## src/hdl/sfdp_queue.sv

```systemverilog
// two-entry request queue between the input side and the datapath
`timescale 1ns / 1ps

module sfdp_queue #(
	parameter int DATA_W = 32
) (
	input  logic              clk,
	input  logic              arst_n,
	input  logic              push,
	input  logic [DATA_W-1:0] push_data,
	output logic              full,
	input  logic              pop,
	output logic              head_valid,
	output logic [DATA_W-1:0] head_data
);

	logic [DATA_W-1:0] entry_q [2];
	logic              head_q;
	logic              tail_q;
	logic [1:0]        count_q;

	assign full       = (count_q == 2'd2);
	assign head_valid = (count_q != 2'd0);
	assign head_data  = entry_q[head_q];

	always_ff @(posedge clk or negedge arst_n) begin
		if (!arst_n) begin
			head_q  <= 1'b0;
			tail_q  <= 1'b0;
			count_q <= '0;
		end else begin
			if (push) begin
				tail_q <= ~tail_q;
			end
			if (pop) begin
				head_q <= ~head_q;
			end
			case ({push, pop})
				2'b10:   count_q <= count_q + 2'd1;
				2'b01:   count_q <= count_q - 2'd1;
				default: count_q <= count_q;
			endcase
		end
	end

	always_ff @(posedge clk) begin
		if (push) begin
			entry_q[tail_q] <= push_data;
		end
	end

endmodule

```

## config.mk

```make
export PLATFORM = sky130hd
export DESIGN_NAME = sfdp_queue
export DESIGN_NICKNAME = d
export VERILOG_FILES = /design/src/hdl/sfdp_queue.sv
export SDC_FILE = /design/constraint.sdc
export NUM_CORES = 1
export LEC_CHECK = 0
export BUFFER_PORTS_ARGS = -buffer_cell sky130_fd_sc_hd__buf_2
export CAP_MARGIN = 20
export CORE_MARGIN = 4
export CORE_UTILIZATION = 30
export DETAILED_ROUTE_END_ITERATION = 12
export GPL_TIMING_DRIVEN = 0
export PLACE_DENSITY = 0.61
export RECOVER_POWER = 25
export SLEW_MARGIN = 10
export SYNTH_ARGS = -nofsm -noshare
export SYNTH_HDL_FRONTEND = slang
export SYNTH_SLANG_ARGS = --single-unit
```

## constraint.sdc

```tcl
create_clock -name clk -period 2.9 [get_ports clk]
set_clock_uncertainty 0.1 [all_clocks]
set_input_delay 0.58 -clock clk [delete_from_list [all_inputs] [get_ports clk]]
set_output_delay 0.58 -clock clk [all_outputs]
set_load 0.1 [all_outputs]
```

==> out/results.txt <==
outcome = completed
maximum single-stage delay on the critical path = 0.42 ns
instance count on the critical path = 4
number of buffers and inverters on the critical path = 3
Setup Slack @ Placement = 0.951 ns
Worst Setup Start Kind = register
number of buffers inserted during clock tree synthesis = 9
post-synthesis adder-cell area fraction = 0.472%
horizontal extent of the die = 102 um
Synth Area in XOR/XNOR = 1.65%
RSZ-0062 raised after global routing = false
startpoint of the worst register-to-register path = tail_q
clock-pin transition on the worst setup and hold timing paths = 0.07 ns
Yosys Warn Count = 0
Min-Delay Path Class = in -> reg
share of synthesized cell area in and, or, nand and nor gates = 0.992%
via count of the routed design = 1290
residual overflow from global routing = 0
required time reported for the critical path endpoint = 2.22 ns
Starting Density = 30.7%
highest attainable clock frequency = 436 MHz
number of pins with negative max-slew slack in the final report = 0
final worst setup slack = 0.607 ns
ANT cells = 0
die boundary height = 102 um
classification of the worst setup path = reg -> out
critical path data arrival time = 1.61 ns
total wire length = 4430 um
multiplexer area fraction after synthesis = 17.7%
die outline area = 10400 um2
floorplan core area = 8640 um2
Nets = 235
Slew Limit Headroom = 46.7%
number of H-tree branching levels = 3
crit path cell chain = buf_6 -> buf_12 -> mux2_4 -> buf_2
Crit. End Element = output pin
number of cells on the worst reg-to-reg path = 1
Cells after Synth = 116
Final period util = 79.1%
Mapped Nets = 153
vias per inst = 4.15
sequential element share of the synthesized area = 76.3%
hold slack final = 0.330 ns
wire length per cell = 14.2 um
TritonCTS clock tree = built
violation count after the first detailed-route iteration = 33
clock root buffer = clkbuf_8
estimated wirelength of the detail-placed design = 3010 um
crit path capture = head_data[17]
clock latency on the worst-skew pair = 0.33 ns
antenna violations before repair = 0
mean area per synthesized cell = 22.8 um2
TritonCTS sink count = 68
Hold Violations, Final = 0
fraction of final layout cells with drive strength greater than 1 = 57.1%
buffer levels on the longest clock path = 2
family of cells with the greatest summed delay on the critical path = buffers and inverters
Synth Cell Area = 2650 um2
DRC violations left = 0
Post-CTS Setup Inserts = 0
largest net degree at the start of global routing = 33
Site Rows = 34
drt first pass iters = 3
Maximum Capacitance Violations = 0
ports placed on the boundary = 70
overall track demand over capacity in global routing = 8.94%
Area Overhead vs Synth = 26.7%
flop and latch count out of synthesis = 68
count of nets left with antenna violations after detail routing = 0
# port buffers = 69
Final Critical Period = 2.29 ns
vias in the first global route = 1387
Critical Path Fanout Max = 10
Slowest cell on crit path = buf_2
Routability Congestion = 0.683
number of library cell types mapped by synthesis = 14
number of setup violations in the final report = 0
area fraction in compound gates after synthesis = 0%
worst setup slack for register-to-register paths = 1.29 ns
worst slew pin tran = 0.799 ns
global-route wire length before repair = 6820 um
Reg-to-Reg End = entry_q[1][5]
critical path startpoint = head_q
combinational family with the most area after synthesis = multiplexers
-- cells in the mapped netlist --
cell | number | area (um2)
mux2_2 | 3 | 33.8
or2_2 | 1 | 6.26
xor2_1 | 3 | 26.3
nor2b_1 | 1 | 6.26
dfrtp_1 | 4 | 100
edfxtp_1 | 64 | 1920
buf_12 | 3 | 60.1
inv_1 | 1 | 3.75
mux2_4 | 29 | 435
and2_1 | 1 | 6.26
ha_1 | 1 | 12.5
nor2_1 | 2 | 7.51
buf_6 | 1 | 11.3
xnor2_1 | 2 | 17.5
-- repair_timing --
action                                  CTS  global route
gates resized for setup                   0             0
endpoints found under the hold margin     4             0
hold buffers                              1             0
endpoints found under the setup margin    0             0
-- how the worst min path moves through the flow --
stage,start,to,depth (start not counted)
after floorplan,arst_n,count_q[0],0
final,push_data[18],entry_q[1][18],1
after global routing,push_data[25],entry_q[1][25],1
after global placement,arst_n,count_q[1],1
after detailed placement,arst_n,head_q,1
after CTS,push_data[25],entry_q[1][25],1
-- flip-flops by register name, indices dropped and copies added, names as in the netlist --
| name | flops |
|---|---|
| tail_q | 1 |
| count_q | 2 |
| head_q | 1 |
| entry_q | 64 |
-- cell type report --
type	instances	area, um2
buffer	4	71.3
clock buffer	9	124
clock inverter	7	66.3
fill	807	5280
inverter	1	3.75
multi-input combinational	43	561
sequential	68	2020
tap	108	135
timing repair buffer	71	373
-- cell families (layout without fill, tap and decap cells) --
family	count (synthesis)	in the layout
adders and majority gates	1	1
and+or+nand+nor	5	5
xor gates and xnor gates	5	5
DFF	68	68
muxes	32	32
buffers and inverters	5	92
-- metal layers --
metal | vias up | part of all wire (%) | GRT usage (%)
met3 | 6 | 8.6 | 3.82
met2 | 48 | 49 | 14.1
met4 | 0 | 1.4 | 4.54
met5 | - | 0 | 0
li1 | 614 | - | -
met1 | 622 | 41 | 10.4
-- metrics by stage --
stage / util [%] / cell area (um2) / cells / setup TNS [ns]
floorplan: - / 2650 / 116 / 0
global placement: 36.2 / 3130 / 293 / -19.51
detailed placement: 36.7 / 3170 / 294 / 0
CTS: 39.0 / 3370 / 311 / 0
global route: 38.9 / 3360 / 311 / 0
finish: 38.9 / 3360 / 311 / 0
-- cells in the final DEF, fill, tap and decap left out, types with 2 or more instances in the layout --
cell type   n
clkbuf_1    8
dfrtp_1     4
buf_2      61
xor2_1      3
edfxtp_1   64
buf_12      3
mux2_4     29
mux2_2      3
clkinv_2    3
xnor2_1     2
clkbuf_8    9
Power is not shown: default switching activity piles up to over one toggle a cycle in this logic, so the estimate is an artifact.
