===== src/hdl/sfdp_pkg.sv =====
// shared types, constants and helpers for the stereo feedback delay
`timescale 1ns / 1ps

package sfdp_pkg;

	localparam int DEPTH_DEF = 16384;
	localparam int SAMPLE_W  = 16;
	localparam int LEN_W     = 14;
	localparam int GAIN_W    = 16;
	localparam int IDX_W     = 2;

	// configuration register indexes
	typedef enum logic [IDX_W-1:0] {
		REG_DELAY    = 2'd0,
		REG_MIX      = 2'd1,
		REG_FEEDBACK = 2'd2,
		REG_PAN      = 2'd3
	} reg_idx_t;

	// where the delayed sample of an item comes from
	typedef enum logic [1:0] {
		SRC_ZERO  = 2'd0,
		SRC_STORE = 2'd1,
		SRC_SELF  = 2'd2
	} src_kind_t;

	typedef struct packed {
		src_kind_t           kind;
		logic [SAMPLE_W-1:0] right;
		logic [SAMPLE_W-1:0] left;
	} item_t;

	typedef struct packed {
		logic                busy;
		logic [LEN_W-1:0]    len;
		logic [31:0]         gain_l;
		logic [31:0]         gain_r;
		logic [GAIN_W-1:0]   fb;
	} cfg_t;

	function automatic logic [SAMPLE_W-1:0] sat16(input logic signed [17:0] v);
		logic [SAMPLE_W-1:0] r;
		if (v > 18'sd32767) begin
			r = 16'h7fff;
		end else if (v < -18'sd32768) begin
			r = 16'h8000;
		end else begin
			r = v[15:0];
		end
		return r;
	endfunction

endpackage


===== src/hdl/sfdp_front.sv =====
// input side: accepts sample pairs, tracks the write pointer, works out the read index
`timescale 1ns / 1ps

module sfdp_front #(
	parameter int DELAY_DEPTH = sfdp_pkg::DEPTH_DEF,
	parameter int PTR_W       = $clog2(DELAY_DEPTH)
) (
	input  logic                  clk,
	input  logic                  arst_n,
	input  logic                  s_tvalid,
	output logic                  s_tready,
	input  logic [31:0]           s_tdata,
	input  sfdp_pkg::cfg_t        cfg,
	input  logic                  q_full,
	output logic                  push,
	output sfdp_pkg::item_t       item,
	output logic [PTR_W-1:0]      wr_ptr,
	output logic [PTR_W-1:0]      rd_ptr
);

	localparam int CW = ((PTR_W > sfdp_pkg::LEN_W) ? PTR_W : sfdp_pkg::LEN_W) + 1;
	localparam logic [PTR_W-1:0] LAST = PTR_W'(DELAY_DEPTH - 1);

	logic [PTR_W-1:0] wp_q;
	logic             wrapped_q;
	logic [CW-1:0]    next_c;
	logic [CW-1:0]    len_c;
	logic [CW-1:0]    rd_full;

	assign s_tready = !cfg.busy && !q_full;
	assign push     = s_tvalid && s_tready;

	always_comb begin
		next_c  = (wp_q == LAST) ? '0 : CW'(wp_q) + CW'(1);
		len_c   = CW'(cfg.len);
		rd_full = (next_c >= len_c) ? next_c - len_c : next_c + CW'(DELAY_DEPTH) - len_c;
		rd_ptr  = rd_full[PTR_W-1:0];
		wr_ptr  = wp_q;
		item.left  = s_tdata[15:0];
		item.right = s_tdata[31:16];
		// entries behind the pointer have been written since reset
		if (rd_ptr == wp_q) begin
			item.kind = sfdp_pkg::SRC_SELF;
		end else if (wrapped_q || rd_ptr < wp_q) begin
			item.kind = sfdp_pkg::SRC_STORE;
		end else begin
			item.kind = sfdp_pkg::SRC_ZERO;
		end
	end

	always_ff @(posedge clk or negedge arst_n) begin
		if (!arst_n) begin
			wp_q      <= '0;
			wrapped_q <= 1'b0;
		end else if (push) begin
			if (wp_q == LAST) begin
				wp_q      <= '0;
				wrapped_q <= 1'b1;
			end else begin
				wp_q <= wp_q + PTR_W'(1);
			end
		end
	end

endmodule


===== config.mk =====
export PLATFORM = sky130hd
export DESIGN_NAME = sfdp_front
export DESIGN_NICKNAME = d
export VERILOG_FILES = /design/src/hdl/sfdp_pkg.sv /design/src/hdl/sfdp_front.sv
export SDC_FILE = /design/constraint.sdc
export NUM_CORES = 1
export LEC_CHECK = 0
export ABC_AREA = 1
export ABC_CLOCK_PERIOD_IN_PS = 4710
export BUFFER_PORTS_ARGS = -buffer_cell sky130_fd_sc_hd__buf_2
export CAP_MARGIN = 20
export CORE_MARGIN = 5
export CORE_UTILIZATION = 44
export CTS_CLUSTER_DIAMETER = 100
export DETAILED_ROUTE_END_ITERATION = 10
export PLACE_DENSITY_LB_ADDON = 0.2
export SYNTH_ARGS = -nofsm -noshare
export SYNTH_HDL_FRONTEND = slang
export SYNTH_SLANG_ARGS = --single-unit

===== constraint.sdc =====
create_clock -name clk -period 4.71 [get_ports clk]
set_input_delay 0.471 -clock clk [delete_from_list [all_inputs] [get_ports clk]]
set_output_delay 0.471 -clock clk [all_outputs]
set_load 0.02 [all_outputs]

==> qor.yml <==
global_routing:
  grtUsageTotal_pct: 19.9
  overflow: 0
  grt_max_degree: 19
  antenna_found_initial: 0
  grt_pass1_vias: 2944
  grt_first_pass_wirelength_microns: 14000
synthesis:
  avgSynthCellArea_sq_um: 6.40
  netlist_top_cells_count: "nand2_1, inv_1, buf_4"
  synth_top_area_share_pct: 16.9
  muxShareOfSynthArea_pct: 0
  yosys_most_used_dff: "dfrtp_1"
  yosysWarnings: 0
  yosysMostFrequentCell: "nand2_1"
  ys_types: 36
  synthesis.nets: 647
  async_reset_ff_share_pct: 100
  netlist_top_cells_area: "nand2_1, dfrtp_1, ha_1"
  synth_top_family_by_area: "simple AND/OR/NAND/NOR gates"
  synth_top_area_cell: "nand2_1"
  synth_compound_area_share_pct: 8.95
  synthCells: 485
  yosys.area_share.adder_pct: 13.0
  synth-edff-count: 0
  syn_area_sq_mm: 0.00310
  synthXorXnorAreaFrac_pct: 5.08
  seq_area_frac_synth_pct: 12.1
  synth-simple-area-share_pct: 40.7
  ys_ff_latch: 15
power_and_ir_drop:
  total_leakage_power_nw: 1.96
  ir_drop_v: 0.000320
  finalPower_mw: 1.94
  p_per_area_mw_per_mm2: 548
layout:
  fin_cells: 617
  drive_gt1_share_pct: 29.4
  fill_cells: 737
  seqCellArea_sq_um: 375
  final_area_sq_mm: 0.00354
  multiInputGateArea_sq_mm: 0.00224
  area_growth_pct: 14.1
  num_antenna_cells: 0
  nNetsFinal: 684
  fin_util_pct: 51.8
timing:
  hold-worst-slack_ns: 0.119
  fmax_ghz: 0.224
  finalMaxSlewViolations: 0
  hold_viol_final: 0
  tightest_slew_ns: 0.474
  skew_ns: 0.00310
  period_needed_ns: 4.47
  period_share_pct: 94.8
  finalSetupViolCount: 0
  max_slew_margin_pct: 68.2
setup_path:
  worstPathArrival_ns: 4.00
  crit_type: "reg -> out"
  reg2reg_to: "wr_ptr[5]"
  start_kind: "flip-flop"
  critPathMaxFanout: 8
  r2r_cells: 11
  ff2ff_setup_slack_ns: 3.02
  r2r_start: "wr_ptr[0]"
  cp-end-kind: "output port"
  cp-startpoint: "wr_ptr[0]"
  required_ns: 4.24
  crit_path_end: "item[32]"
placement:
  gp_congestion: 0.861
  dp_hpwl_microns: 7340
  dpl-instance-area_sq_mm: 0.00326
  io_buffer_count: 50
  dp_cells: 602
cts:
  htree_num_levels: 1
  clock_sinks: 15
  cts_buffers: 3
  cts_tree: "done"
  clk_pin_slew_ns: 0.06
  root_buffer: "clkbuf_8"
  insertion_delay_ns: 0.25
  cts.path.max_buffers: 2
route:
  drc_errors: 0
  vias_per_cell: 4.86
  dr.pass1.iters: 5
  vias: 3000
  drtIter0Drc: 175
  wl_per_cell_microns: 13.9
  ant_nets: 0
  drt-total-wl_microns: 8590
floorplan:
  rows: 30
  chipWidth_microns: 94.0
  core_area_sq_mm: 0.00683
  die_h_microns: 94.0
  pin_count: 195
  die_area_sq_mm: 0.00883
  initial_utilization_pct: 45.4
run:
  maxCapViolCount: 0
hold_path:
  hold_class: "in -> async"
status:
  status: "complete, no violations"
placed cells by master (no fill, tap or decap), drive strengths merged, types with 4 or more instances in the layout:
cell / synthesis / layout
a21oi: 14 / 14
buf: 35 / 69
clkbuf: 2 / 4
dfrtp: 15 / 15
ha: 29 / 29
inv: 86 / 86
nand2: 153 / 153
nand3: 43 / 43
nand4: 15 / 15
nor2: 32 / 32
nor3: 7 / 7
o21ai: 25 / 25
xor2: 15 / 15
logic make-up (layout without fill, tap and decap cells):
| family | count (synthesis) | in the layout |
|---|---|---|
| xor gates and xnor gates | 18 | 18 |
| and+or+nand+nor | 251 | 251 |
| AOI/OAI and AO/OA | 44 | 44 |
| adders and majority gates | 31 | 31 |
| DFF | 15 | 15 |
| buffers and inverters | 126 | 162 |
per-layer routing:
layer	vias up	routed length, microns	track usage [%]
li1	1578	-	-
met1	1333	4050	27.6
met2	81	3830	32.1
met3	8	639	3.85
met4	0	67	3.61
met5	-	0	0
power breakdown:
part	switching [mW]	total (mW)	internal, mW
Sequential	0.0410	0.201	0.160
Combinational	1.03	1.63	0.608
Clock	0.0443	0.104	0.0599
Total	1.11	1.94	0.828
worst max-delay path, stage by stage, from the launching register on:
cell     delay, ns
dfrtp_1       0.35
ha_2          0.19
nand2_1       0.09
nor2_4        0.18
buf_4         0.13
xor2_1        0.21
inv_1         0.10
ha_1          0.34
nand2_1       0.08
nand2_1       0.12
a21oi_4       0.22
nand2_4       0.08
nand2_4       0.08
nand3_4       0.12
buf_4         0.19
nand3_2       0.06
nand2_2       0.08
ha_1          0.33
nand4_1       0.20
nor4_4        0.36
a21oi_2       0.06
buf_4         0.16
state kept, by name (all words and copies together) (netlist names):
signal and count:
wr_ptr 14, wrapped_q 1
layout make-up:
| type | instances | share of cell area (%) |
|---|---|---|
| flip-flops and latches | 15 | 10.6 |
| repair buffers | 69 | 12.0 |
| clock buffers | 4 | 1.27 |
| multi-input cells | 344 | 63.2 |
| well taps | 96 | 3.39 |
| inverters | 89 | 9.58 |
per-stage QoR:
step | setup WS, ns | setup TNS (ns)
3_3_place_gp | 0.270 | 0
2_1_floorplan | 0.225 | 0
4_1_cts | 0.0185 | 0
3_5_place_dp | 0.252 | 0
6_report | 0.243 | 0
5_1_grt | -0.00189 | -0.00189
timing repair:
item	4_1_cts	5_1_grt
pin swaps	1	9
resized for setup	1	35
setup buffers	5	6
hold buffers	0	0
endpoints found under the setup margin	1	2
worst min-delay path by stage:
| stage | end | startpoint | cells past startpoint | slack (ns) |
|---|---|---|---|---|
| finish | wr_ptr[12] | arst_n | 1 | 0.12 |
| global route | wr_ptr[12] | arst_n | 1 | 0.14 |
| detailed placement | wr_ptr[12] | arst_n | 1 | 0.40 |
| global placement | wr_ptr[12] | arst_n | 1 | 0.40 |
| CTS | wr_ptr[12] | arst_n | 1 | 0.13 |
| floorplan | wr_ptr[0] | arst_n | 0 | 0.18 |
Power figures use the tool's default switching activity.
