[src/hdl/sfdp_pkg.sv]
// shared types, constants and helpers for the stereo feedback delay
`timescale 1ns / 1ps

package sfdp_pkg;

	localparam int DEPTH_DEF = 16384;
	localparam int SAMPLE_W  = 16;
	localparam int LEN_W     = 14;
	localparam int GAIN_W    = 16;
	localparam int IDX_W     = 2;

	// configuration register indexes
	typedef enum logic [IDX_W-1:0] {
		REG_DELAY    = 2'd0,
		REG_MIX      = 2'd1,
		REG_FEEDBACK = 2'd2,
		REG_PAN      = 2'd3
	} reg_idx_t;

	// where the delayed sample of an item comes from
	typedef enum logic [1:0] {
		SRC_ZERO  = 2'd0,
		SRC_STORE = 2'd1,
		SRC_SELF  = 2'd2
	} src_kind_t;

	typedef struct packed {
		src_kind_t           kind;
		logic [SAMPLE_W-1:0] right;
		logic [SAMPLE_W-1:0] left;
	} item_t;

	typedef struct packed {
		logic                busy;
		logic [LEN_W-1:0]    len;
		logic [31:0]         gain_l;
		logic [31:0]         gain_r;
		logic [GAIN_W-1:0]   fb;
	} cfg_t;

	function automatic logic [SAMPLE_W-1:0] sat16(input logic signed [17:0] v);
		logic [SAMPLE_W-1:0] r;
		if (v > 18'sd32767) begin
			r = 16'h7fff;
		end else if (v < -18'sd32768) begin
			r = 16'h8000;
		end else begin
			r = v[15:0];
		end
		return r;
	endfunction

endpackage

[src/hdl/sfdp_cfg.sv]
// configuration registers, delay length reduction and wet gain products
`timescale 1ns / 1ps

module sfdp_cfg #(
	parameter int DELAY_DEPTH = sfdp_pkg::DEPTH_DEF
) (
	input  logic                          clk,
	input  logic                          arst_n,
	input  logic                          cfg_valid,
	output logic                          cfg_ready,
	input  logic [sfdp_pkg::IDX_W-1:0]    cfg_index,
	input  logic [15:0]                   cfg_data,
	output sfdp_pkg::cfg_t                cfg
);

	localparam int LEN_W   = sfdp_pkg::LEN_W;
	localparam int DEP_W   = $clog2(DELAY_DEPTH);
	localparam int SH      = LEN_W + DEP_W;
	localparam int RECIP_W = LEN_W + 2;
	// rounded-up reciprocal, exact quotient for every length that fits LEN_W
	localparam longint RECIP = ((longint'(1) << SH) + longint'(DELAY_DEPTH) - 1)
		/ longint'(DELAY_DEPTH);

	logic [LEN_W-1:0]  rem_q;
	logic [LEN_W-1:0]  raw_q;
	logic [LEN_W-1:0]  quo_q;
	logic              phase_q;
	logic              busy_q;
	logic [15:0]       mix_q;
	logic [15:0]       fb_q;
	logic [15:0]       pan_q;
	logic [31:0]       gain_l_q;
	logic [31:0]       gain_r_q;
	logic              wr;
	logic              len_wr;
	logic [16:0]       weight_l;
	logic [LEN_W+RECIP_W-1:0] prod;
	logic [LEN_W-1:0]  mult_c;

	assign cfg_ready = 1'b1;
	assign wr = cfg_valid && cfg_ready;
	assign len_wr = wr && (sfdp_pkg::reg_idx_t'(cfg_index) == sfdp_pkg::REG_DELAY);
	assign weight_l = 17'h10000 - {1'b0, pan_q};
	assign prod = {{RECIP_W{1'b0}}, raw_q} * {{LEN_W{1'b0}}, RECIP_W'(RECIP)};
	assign mult_c = LEN_W'(32'(quo_q) * 32'(DELAY_DEPTH));

	always_ff @(posedge clk or negedge arst_n) begin
		if (!arst_n) begin
			rem_q    <= '0;
			raw_q    <= '0;
			quo_q    <= '0;
			phase_q  <= 1'b0;
			busy_q   <= 1'b0;
			mix_q    <= '0;
			fb_q     <= '0;
			pan_q    <= 16'h8000;
			gain_l_q <= '0;
			gain_r_q <= '0;
		end else begin
			gain_l_q <= {16'b0, mix_q} * {15'b0, weight_l};
			gain_r_q <= {16'b0, mix_q} * {16'b0, pan_q};
			if (len_wr) begin
				raw_q   <= cfg_data[LEN_W-1:0];
				phase_q <= 1'b1;
				busy_q  <= 1'b1;
			end else if (busy_q) begin
				// quotient first, then the remainder
				if (phase_q) begin
					quo_q   <= LEN_W'(prod >> SH);
					phase_q <= 1'b0;
				end else begin
					rem_q  <= raw_q - mult_c;
					busy_q <= 1'b0;
				end
			end
			if (wr) begin
				case (sfdp_pkg::reg_idx_t'(cfg_index))
					sfdp_pkg::REG_MIX:      mix_q <= cfg_data;
					sfdp_pkg::REG_FEEDBACK: fb_q  <= cfg_data;
					sfdp_pkg::REG_PAN:      pan_q <= cfg_data;
					default: ;
				endcase
			end
		end
	end

	always_comb begin
		cfg.busy   = busy_q;
		cfg.len    = rem_q;
		cfg.gain_l = gain_l_q;
		cfg.gain_r = gain_r_q;
		cfg.fb     = fb_q;
	end

endmodule

[config.mk]
export PLATFORM = sky130hd
export DESIGN_NAME = sfdp_cfg
export DESIGN_NICKNAME = d
export VERILOG_FILES = /design/src/hdl/sfdp_pkg.sv /design/src/hdl/sfdp_cfg.sv
export SDC_FILE = /design/constraint.sdc
export NUM_CORES = 1
export LEC_CHECK = 0
export BUFFER_PORTS_ARGS = -buffer_cell sky130_fd_sc_hd__buf_4
export CAP_MARGIN = 20
export CORE_ASPECT_RATIO = 1.4
export CORE_MARGIN = 3
export CORE_UTILIZATION = 64
export DETAILED_ROUTE_END_ITERATION = 6
export PLACE_DENSITY = 0.83
export SYNTH_ARGS = -nofsm -noshare
export SYNTH_HDL_FRONTEND = slang
export SYNTH_SLANG_ARGS = --single-unit
[constraint.sdc]
create_clock -name clk -period 8.8 [get_ports clk]
set_input_delay 1.32 -clock clk [delete_from_list [all_inputs] [get_ports clk]]
set_output_delay 1.32 -clock clk [all_outputs]
set_load 0.03 [all_outputs]
==> flow_summary_export.csv <==
group,metric,value,unit
setup_path,critical_path.startpoint,"pan_q[8]",
sta,setup_viol,0,
yosys,synth_seq_area_share,0.1620,
drt,ant_nets,0,
sta,min_period,8.242,ns
sta,fmax,121.3,MHz
yosys,synth_nets,2874,
floorplan,io_pins,117,
yosys,synth_edf_count,0,
setup_path,worstSetupPathType,"flop to flop",
floorplan,num_rows,79,
floorplan,fp.dieW,161.9,um
global_route,grt_pass1_wl,84220,um
floorplan,die-area,36320,um2
drt,vias,15770,
global_route,grt_start_max_net_pins,82,
sta,tightest_slew,1.024,ns
setup_path,cp-end-kind,"flop",
setup_path,worstPathRequired,9.13,ns
yosys,synth_flop_cell,"dfrtp_1",
finish,filler_cell_count,2460,
placed_design,gp_congestion,0.8828,
finish,mostFrequentLayoutCell,"inv_1",
finish,n_antenna_cell,0,
yosys,yosys.cell_types.count,58,
setup_path,crit_arrival,8.58,ns
clock_network,root_buffer,"clkbuf_16",
clock_network,cts.sink_count,141,
clock_network,post_cts_buffers,0,
flow_run,maxCapViolations,0,
setup_path,r2r-start,"pan_q[8]",
drt,drt_iter0_drc,946,
finish,multi_input_area,16030,um2
clock_network,cts_tree,"done",
clock_network,clk_latency,0.45,ns
floorplan,core,33410,um2
worst_hold_path,hold_class,"flop to flop",
clock_network,cts_max_level,4,
global_route,grt_pass1_vias,17420,
global_route,antenna_found_initial,0,
finish,seqCellArea,3532,um2
clock_network,path_clk_slew,0.07,ns
placed_design,dp_hpwl,38720,um
status,run_status,"completed",
drt,routedWlPerCell,17.94,um
finish,nets,2947,
yosys,async_flop_share,1.000,
yosys,synthesis.area,21790,um2
global_route,track_usage,0.2930,
finish,area_growth,8.816,%
setup_path,ff2ff_setup_slack,0.56,ns
drt,routed_via_density,5.678,
sta,hold_violations,0,
sta,post-route-period-util,0.9366,
setup_path,critPathLaunchType,"flop",
finish,layout_common_cells,"491 x inv_1, 401 x fa_1, 316 x nand2_1",
yosys,synth_top_area_share,0.3685,
finish,drive_gt1_frac,0.1218,
clock_network,numCtsBuffers,17,
sta,skew,0.01131,ns
sta,tns,0,ns
yosys,ys_warn_count,0,
drt,drc,0,
setup_path,path_max_fanout,20,
yosys,synth_top_cell_by_area,"fa_1",
floorplan,start_util,0.6521,
yosys,synth_seq_cells,141,
placed_design,portBuffers,115,
sta,slew_headroom,0.3171,
drt,routed_wl,49820,um
clock_network,cts_buffer_depth,2,
yosys,netlist_top_cells_area,"fa_1 37%, dfrtp_1 16%, ha_1 12%",
sta,rsz0062_at_grt,"no",
drt,dr.pass1.iters,6,
global_route,grt_overflow,0,
sta,maxSlewViolCount,0,
yosys,netlist_instances,2246,
yosys,avgSynthCellArea,9.700,um2
worst_hold_path,holdCritStartpoint,"raw_q[7]",
floorplan,die_y,224.3,um
## layer usage
layer,vias up,GRT usage,share of wire
met5,-,0,0
met4,0,0.1702,0.063
met3,222,0.04661,0.059
met2,655,0.5238,0.54
met1,8047,0.3312,0.34
li1,6844,-,-
## through the flow
stage | util | instance area, um2 | std cells | worst slack, ns | hold WS (ns)
4_1_cts | 0.7092 | 23690 | 2776 | 0.5120 | 0.5082
6_report | 0.7096 | 23710 | 2777 | 0.5583 | 0.5074
3_3_place_gp | 0.6930 | 23150 | 2744 | 0.9443 | 0.4835
3_5_place_dp | 0.6930 | 23150 | 2744 | 0.5552 | 0.4914
2_1_floorplan | - | 21790 | 2246 | 1.422 | 0.4732
5_1_grt | 0.7096 | 23710 | 2777 | 0.06269 | 0.5227
## cells by family (layout without fill, tap and decap cells)
group,count (synthesis),count (layout),synth area share
buffers and inverters,597,683,0.1035
muxes,77,77,0.03974
other,1,1,0.0001721
DFF,141,141,0.1620
and+or+nand+nor,618,618,0.1379
adders and majority gates,607,607,0.4868
xor gates and xnor gates,74,74,0.02975
AOI/OAI and AO/OA,131,131,0.04009
## registers in the layout, summed over array words and instances, names as in the netlist, 14 cells and up
name      flops
fb_q         16
gain_l_q     31
gain_r_q     32
mix_q        16
pan_q        16
raw_q        14
rem_q        14
## cell usage after synthesis (8+ instances only)
library cell / instances
dfrtp_1: 140
and2_1: 216
nand2_1: 316
o21ai_0: 17
a21o_1: 23
nor2_1: 30
ha_1: 206
a21oi_1: 44
xnor2_1: 57
inv_1: 491
fa_1: 401
clkbuf_1: 94
nand3_1: 8
nor3_1: 14
mux2_2: 76
xor2_1: 17
## critical path, stage by stage, from the launching register on
cell and delay [ns]:
dfrtp_1 0.64, or4_1 0.60, nor4_1 0.32, nand2b_1 0.20, nor3_1 0.29, xnor2_1 0.30, and2_1 0.29, fa_1 0.54
inv_1 0.05, fa_1 0.47, inv_1 0.05, fa_1 0.48, fa_1 0.50, fa_1 0.49, inv_1 0.05, fa_1 0.47
inv_1 0.04, ha_1 0.35, and3_1 0.20, and2_1 0.19, nor4bb_1 0.25, o21ai_0 0.15, a31o_2 0.29, a31o_2 0.24
o311ai_0 0.37, a21oi_1 0.14, xnor2_1 0.14
## timing repair
action                     4_1_cts  5_1_grt
resized for setup                0        2
setup endpoints to repair        0        1
hold buffers                     0        0
## area by class of cell
type / instances / area share
Clock buffer: 19 / 0.01826
Clock inverter: 13 / 0.004539
Inverter: 491 / 0.07774
Multi-Input combinational cell: 1508 / 0.6760
Sequential cell: 141 / 0.1490
Tap cell: 445 / 0.02349
Timing Repair Buffer: 160 / 0.05098
## path summary, 6_finish.rpt
kind / to / cells past startpoint
min in group asynchronous: gain_l_q[15] / 1
max: gain_l_q[31] / 26
max reg2reg: gain_l_q[31] / 26
max in group asynchronous: pan_q[7] / 2
min: raw_q[7] / 1
min reg2reg: raw_q[7] / 1
Power is left out: the tool's default activity adds up to more than one toggle a clock period on the data nets, which glitch-free logic cannot reach.
